===== src/rtl/hydrodynamic_wrench_unit_macros.svh =====
// ----------------------------------------------------------------------------
// Hydrodynamic wrench unit assertion macros
// Shared concurrent assertion forms for the wrench pipeline.
// ----------------------------------------------------------------------------
`ifndef HYDRODYNAMIC_WRENCH_UNIT_MACROS_SVH
`define HYDRODYNAMIC_WRENCH_UNIT_MACROS_SVH

// Check a consequence in the same cycle as its cause
`define HWR_ASSERT_NOW(lbl, clk, rst_n, ante, cons, msg) \
    lbl: assert property (@(posedge clk) disable iff (!rst_n) (ante) |-> (cons)) \
        else $error(msg);

// Check a consequence in the cycle after its cause
`define HWR_ASSERT_NEXT(lbl, clk, rst_n, ante, cons, msg) \
    lbl: assert property (@(posedge clk) disable iff (!rst_n) (ante) |=> (cons)) \
        else $error(msg);

`endif


===== src/rtl/hwr_pkg.sv =====
// ----------------------------------------------------------------------------
// Hydrodynamic wrench package
// Widths, register codes, reset values and shared types of the wrench unit.
// ----------------------------------------------------------------------------
package hwr_pkg;

    // Component and register geometry
    localparam int unsigned CW    = 16;           // Q8.8 / Q1.14 component
    localparam int unsigned NAX   = 3;            // axes per triple
    localparam int unsigned NLANE = 2 * NAX;      // force lanes
    localparam int unsigned CFGW  = NAX * CW;     // one config register
    localparam int unsigned IDXW  = 3;            // config index width
    localparam int unsigned QUATW = 4 * CW;       // orientation word
    localparam int unsigned OW    = 32;           // Q16.16 result

    // Lane datapath widths
    localparam int unsigned QPW = 2 * CW;         // 16x16 product
    localparam int unsigned DW  = 33;             // lin*256 + quad*|v|
    localparam int unsigned AMW = 33;             // added * a
    localparam int unsigned FW  = 49;             // body force, Q24.24

    // Rotation datapath widths
    localparam int unsigned MW  = 34;             // matrix element, Q2.28
    localparam int unsigned FLW = 24;             // low slice of a force
    localparam int unsigned FHW = FW - FLW;       // high slice of a force
    localparam int unsigned PW  = MW + FHW;       // partial product
    localparam int unsigned SW  = PW + 2;         // sum of three partials

    // Register indexes
    localparam logic [IDXW-1:0] REG_ADDED_LIN = 3'd0;
    localparam logic [IDXW-1:0] REG_ADDED_ANG = 3'd1;
    localparam logic [IDXW-1:0] REG_LDRAG_LIN = 3'd2;
    localparam logic [IDXW-1:0] REG_LDRAG_ANG = 3'd3;
    localparam logic [IDXW-1:0] REG_QDRAG_LIN = 3'd4;
    localparam logic [IDXW-1:0] REG_QDRAG_ANG = 3'd5;

    // Register reset values
    localparam logic [CFGW-1:0] RST_ADDED_LIN = 48'h001A_0500_0500;
    localparam logic [CFGW-1:0] RST_ADDED_ANG = 48'h0100_001A_001A;
    localparam logic [CFGW-1:0] RST_LDRAG_LIN = 48'h1400_1400_1400;
    localparam logic [CFGW-1:0] RST_LDRAG_ANG = 48'h1400_1400_1400;
    localparam logic [CFGW-1:0] RST_QDRAG_LIN = 48'h0000_0000_0000;
    localparam logic [CFGW-1:0] RST_QDRAG_ANG = 48'h0000_0000_0000;

    // Load enables of the front stages (lanes and quaternion matrix)
    typedef struct packed {
        logic ld0;
        logic ld1;
        logic ld2;
    } t_front_en;

    // Load enables of the merging stages (rotation rows)
    typedef struct packed {
        logic ld3;
        logic ld4;
        logic ld5;
    } t_back_en;

    // Rotation matrix, row major, element 0 lowest
    typedef logic [3*NAX-1:0][MW-1:0] t_mat;

endpackage


===== src/rtl/hwr_lane.sv =====
// ----------------------------------------------------------------------------
// Hydrodynamic wrench force lane
// Three-stage body-frame force of one axis: -(lin + quad*|v|)*v - added*a.
// ----------------------------------------------------------------------------
module hwr_lane (
    input  logic                    i_clk,
    input  hwr_pkg::t_front_en      i_en,
    input  logic [hwr_pkg::CW-1:0]  i_lin,
    input  logic [hwr_pkg::CW-1:0]  i_quad,
    input  logic [hwr_pkg::CW-1:0]  i_added,
    input  logic [hwr_pkg::CW-1:0]  i_vel,
    input  logic [hwr_pkg::CW-1:0]  i_acc,
    output logic [hwr_pkg::FW-1:0]  o_force
);
    import hwr_pkg::*;

    logic [CW-1:0]           w_abs;
    logic [QPW-1:0]          r_qav;
    logic signed [AMW-1:0]   r_am0;
    logic [CW-1:0]           r_lin0;
    logic signed [CW-1:0]    r_v0;
    logic [DW-1:0]           r_d;
    logic signed [AMW-1:0]   r_am1;
    logic signed [CW-1:0]    r_v1;
    logic signed [DW+CW:0]   w_dv;
    logic signed [DW+CW:0]   w_fw;
    logic [FW-1:0]           r_f;

    // Magnitude of the velocity; the most negative code maps to 0x8000
    assign w_abs = i_vel[CW-1] ? (~i_vel + CW'(1)) : i_vel;

    // Stage 0: quadratic drag term and added-mass term
    always_ff @(posedge i_clk) begin
        if (i_en.ld0) begin
            r_qav  <= i_quad * w_abs;
            r_am0  <= $signed({1'b0, i_added}) * $signed(i_acc);
            r_lin0 <= i_lin;
            r_v0   <= $signed(i_vel);
        end
    end

    // Stage 1: total damping coefficient in Q16.16
    always_ff @(posedge i_clk) begin
        if (i_en.ld1) begin
            r_d   <= DW'({r_lin0, 8'h00}) + DW'(r_qav);
            r_am1 <= r_am0;
            r_v1  <= r_v0;
        end
    end

    // Stage 2: damping times velocity, minus added-mass force, in Q24.24
    assign w_dv = $signed({1'b0, r_d}) * r_v1;
    assign w_fw = -w_dv - ((DW + CW + 1)'(r_am1) <<< 8);

    always_ff @(posedge i_clk) begin
        if (i_en.ld2) begin
            r_f <= w_fw[FW-1:0];
        end
    end

    assign o_force = r_f;

endmodule


===== config.mk =====
export PLATFORM = sky130hd
export DESIGN_NAME = hwr_lane
export DESIGN_NICKNAME = d
export VERILOG_FILES = /design/src/rtl/hydrodynamic_wrench_unit_macros.svh /design/src/rtl/hwr_pkg.sv /design/src/rtl/hwr_lane.sv
export SDC_FILE = /design/constraint.sdc
export NUM_CORES = 2
export LEC_CHECK = 0
export BUFFER_PORTS_ARGS = -buffer_cell sky130_fd_sc_hd__buf_4
export CORE_MARGIN = 5
export CORE_UTILIZATION = 66
export CTS_CLUSTER_DIAMETER = 60
export CTS_CLUSTER_SIZE = 12
export DETAILED_ROUTE_END_ITERATION = 8
export GPL_TIMING_DRIVEN = 0
export PLACE_DENSITY = 0.89
export SYNTH_ARGS = -nofsm -noshare
export SYNTH_HDL_FRONTEND = slang
export SYNTH_SLANG_ARGS = --single-unit

===== constraint.sdc =====
create_clock -name i_clk -period 9.93 [get_ports i_clk]
set_input_delay 1.986 -clock i_clk [delete_from_list [all_inputs] [get_ports i_clk]]
set_output_delay 1.986 -clock i_clk [all_outputs]
set_load 0.05 [all_outputs]

* After elaboration in Yosys (flattened, before gate mapping)
Index checks and enable logic that the tools add are counted. W data, S select, Z words.
Storage, ports and cells: register bits after elaboration 228, latch bits 0, memory bits (writable) 0, memory bits (read-only) 0, input port bits 84, output and inout port bits 49, logic and storage cells 17, memories kept 0
Operators by class: $add $sub $neg 4, $mul 3, divide/modulo/power cells 0, order comparisons 0, eq/ne operators 0, shift operators 0, multiplexer cells 1, bitwise logic cells 1, reduce and logical (&&, ||, !) cells 0
Operator list (count):
- $mul A34 B16 Y49 | 1
- $neg A49 Y49 | 1
- $sub A49 B41 Y49 | 1
- $add A24 B32 Y33 | 1
- $mul A17 B16 Y33 | 1
- $mul A16 B16 Y32 | 1
- $add A16 B1 Y16 const B | 1
- $mux W16 | 1
- $not A16 Y16 | 1

* Longest topological paths before layout
depth after elaboration 4, depth in mapped cells 31, gate-level depth less buffers 28

* Worst setup path before layout
Ideal clock, no wire load.
path type input port to flip-flop, from input port i_vel[0] in the netlist's numbering, to register r_qav[31] (data pin), arrival 8.675 ns, path slack 0.999 ns, stages 30, path buffers 3, cells stage by stage clkbuf_1 > inv_1 > ha_1 > nand2_1 > or3_1 > o31ai_1 > xnor2_1 > clkbuf_1 > nand2_1 > fa_1 > inv_1 > fa_1 > inv_1 > fa_1 > inv_1 > fa_1 > fa_1 > inv_1 > fa_1 > inv_1 > ha_1 > clkbuf_1 > and3_1 > a31o_2 > a21oi_1 > o21ai_0 > o21ba_2 > o311ai_0 > a2111o_1 > o211a_1
Between the ends: longest elaborated chain between the ends 4
RTL lines:
- start, declared | line hwr_lane.sv:11 | input logic [hwr_pkg::CW-1:0] i_vel,
- $not A16 Y16 | line hwr_lane.sv:30 | assign w_abs = i_vel[CW-1] ? (~i_vel + CW'(1)) : i_vel;
- $add A16 B1 Y16 | line hwr_lane.sv:30
- $mux W16 (*) | line hwr_lane.sv:30
- $mul A16 B16 Y32 (*) | line hwr_lane.sv:35 | r_qav <= i_quad * w_abs;
- end signal, assigned | line hwr_lane.sv:35
- end, declared | line hwr_lane.sv:18 | logic [QPW-1:0] r_qav;
Every way passes the cells marked *; elsewhere a longest branch is shown, timed or not. A chain may end at the register's enable or synchronous reset.

* Worst setup path after layout
from input port i_vel[0] in the netlist's numbering, to register r_qav[28] (data pin)
Same word-level chain as after synthesis.

==> summary.md <==
| Metric | Value |
|---|---|
| Fmax | 103.2 MHz |
| TritonCTS buffer count | 25 |
| Top_reg_cell synth | edfxtp_1 |
| Std cell rows | 94 |
| I/O Pins | 133 |
| Via count | 31,839 |
| Full die area | approximately 72,000 sq um |
| Status | finished, final reports clean |
| Required @ worst endpoint | between 10 and 15 ns |
| M1 GR Usage | 0.4334 |
| Top-area cell type share of the netlist area | 0.3972 |
| Initial antenna violation count | 0 |
| Fin crit share | 0.9755 |
| Slew Limit Fails | 0 |
| Core Area | 65,860 sq um |
| Die Wd | 267.8 um |
| Tmin final | ~9.7 ns |
| Post-synth top area cell | fa_1 |
| Cell count after synthesis | 4,418 |
| CP max-delay cell | xnor2_1 |
| Clock root buffer master | clkbuf_16 |
| GP Congestion | roughly 1.0 |
| Bufs and invs on worst path | 9 |
| DRC violations left | 0 |
| Slew Limit Headroom | 0.1745 |
| Post-route ant nets | 0 |
| Gr busiest metal | met2 |
| Layout fillers | 4,722 |
| Worst-Margin Slew | ~1.2 ns |
| Fin. Hold Viols | 0 |
| Grt total ovfl | 0 |
| Post CTS Setup Buffer Count | 0 |
| Met2 Use GR | 0.5142 |
| Hold Crit Class | flop to flop |
| Seq/Total Area, Yosys | 0.1561 |
| Die height | 267.8 um |
| DRT Pass-1 Iters | 9 |
| Clk Latency, worst-skew pair | 0.55 ns |
| Register area | 6847 sq um |
| Largest net degree at the start of global routing | between 90 and 100 |
| EDFF count, synth | 228 |
| Mean Syn Cell Area | 9.925 sq um |
| Cell family with most CP delay | adder cells |
| Slowest Stage Delay on Critical Path | between 0.9 and 1 ns |
| Ys Warns | 0 |
| Port Buf Inserts | between 100 and 150 |
| Area of the multi-input gates | roughly 33,000 sq um |
| GRT met3 Usage | 0.08332 |
| Max clock buf depth | 3 |
| Sink Count | ~230 |
| Clock Pin Slew Worst Setup and Hold Paths | approximately 0.06 ns |
| Max-Cap Viols | 0 |
| Top post-synthesis cells by area | fa_1, edfxtp_1, ha_1, inv_1, and2_1 |
| H-tree depth | 1 |
| Critical path class | primary input to flop |
| DR vias/cell | between 5 and 6 |
| Yosys reg bits | 228 |
| Syn_nets | 5,789 |
| Fin nets | between 5,000 and 6,000 |
| Starting Density | 0.6657 |
| Synth-to-Final Area Change | 6.452% |
| Ys async rst share | 0 |
| Iter 0 DRT Violations | between 2,000 and 3,000 |
| CP Max Fanout | 10 |
| Layout cell share with drive strength beyond 1 | 0.04713 |
| Wire per inst | about 21 um |
| First-pass GRT wire length | approximately 180 mm |
| Final Routed Wirelength | ~110 mm |
| CP Launch Type | primary input |
| Clock Skew | 0.008608 ns |
| Critical path arrival | 9.97 ns |
| Yosys cell types | about 80 |
| Post-synthesis cell area | around 44,000 sq um |
| Hold_ws | 0.4160 ns |
| Post-DP HPWL | ~96 mm |
| Vias in the first global route | about 34,000 |
| All-Layer GR Usage | 0.3281 |
| Post-Route Utilization | 0.7087 |
| Setup violations, final | 0 |
| CTS tree | done |
| CP endpoint kind | flop |
==> area by class of cell <==
cell class | instances | area share
multi-input combinational | 3100 | 0.7048
buffer | 173 | 0.01528
timing repair buffer | 132 | 0.02123
sequential | 228 | 0.1467
inverter | 917 | 0.07374
clock buffer | 26 | 0.01348
clock inverter | 7 | 0.001555
tap | 864 | 0.02316
antenna | 1 | 0.00005361
==> state kept, by name, indices dropped and copies added (netlist names) <==
register and cells:
r_v1 16, r_am1 33, r_am0 33, r_lin0 16, r_d 33, o_force 49
r_v0 16, r_qav 32
==> worst reg2reg max path, delay by kind of cell, from the launching register on <==
family / cells / cell delay (ns)
xor+xnor: 1 / 0.12
flops: 1 / 0.49
fa+ha+maj: 7 / 3.17
buf+inv: 3 / 1.18
compound gates: 3 / 1.14
simple gates: 6 / 0.98
==> layout by cell type (no fill, tap or decap), types with 4 or more instances in the layout <==
| cell type | n |
|---|---|
| buf_1 | 4 |
| nand2b_1 | 38 |
| and3_1 | 16 |
| o21ai_0 | 65 |
| nor4_1 | 7 |
| nand3_1 | 24 |
| and3_2 | 4 |
| clkbuf_16 | 25 |
| nand4_1 | 19 |
| a21oi_1 | 112 |
| o21a_1 | 14 |
| nor2b_1 | 50 |
| nor2_1 | 86 |
| buf_6 | 4 |
| and4_1 | 7 |
| o21bai_1 | 16 |
| xor2_1 | 41 |
| nand2_1 | 541 |
| a211oi_1 | 8 |
| xnor2_1 | 91 |
| or2_2 | 6 |
| and2_1 | 475 |
| a31o_2 | 4 |
| clkbuf_2 | 6 |
| fa_1 | 870 |
| o31ai_1 | 9 |
| edfxtp_1 | 228 |
| clkbuf_1 | 153 |
| inv_1 | 917 |
| buf_4 | 135 |
| a21boi_0 | 4 |
| a21o_1 | 70 |
| a31oi_1 | 18 |
| ha_1 | 417 |
| nor3_1 | 23 |
==> Yosys cell counts (all sizes together) (69+ instances only) <==
library cell    n
clkbuf        159
xnor2          93
fa            870
and2          475
ha            417
inv           917
nor2           86
o21ai          69
nand2         541
edfxtp        228
a21o           71
a21oi         115
==> per-stage QoR <==
stage	instance area (sq um)	std cells	setup slack, ns	TNS (ns)
2_1_floorplan	43850	4418	0.9991	0
3_3_place_gp	45920	5414	-0.2232	-0.3328
3_5_place_dp	45920	5414	-0.3592	-1.093
4_1_cts	46620	5447	0.1628	0
5_1_grt	46670	5447	-0.04955	-0.04955
6_report	46680	5448	0.2436	0
==> final timing paths <==
kind                                from     endpoint  slack (ns)  depth (start not counted)
worst max-delay path            i_vel[0]    r_qav[28]        0.24                         29
worst min-delay path            r_v0[11]     r_v1[11]        0.42                          0
worst max register to register  r_v1[11]  o_force[47]        2.59                         20
worst min register to register  r_v0[11]     r_v1[11]        0.42                          0
==> cells by family (layout without fill, tap and decap cells) <==
family,count (synthesis),in the layout,share of synthesized area
buffers and inverters,1090,1255,0.09462
and+or+nand+nor,1308,1308,0.1505
muxes,1,1,0.0002568
DFF,228,228,0.1561
other,0,1,0
adders and majority gates,1287,1287,0.5162
xor gates and xnor gates,137,137,0.02736
AOI/OAI and AO/OA,367,367,0.05496
==> metal layers <==
metal | part of all wire | vias up
met5 | 0 | -
met4 | 0.065 | 0
met3 | 0.11 | 403
met2 | 0.45 | 1756
met1 | 0.37 | 15865
li1 | - | 13815
==> repair_timing <==
item / 4_1_cts / 5_1_grt
hold buffers: 0 / 0
setup endpoints to repair: 0 / 5
gates resized for setup: 0 / 16
Power is not shown: default switching activity piles up to over one toggle a cycle in this logic, so the estimate is an artifact.
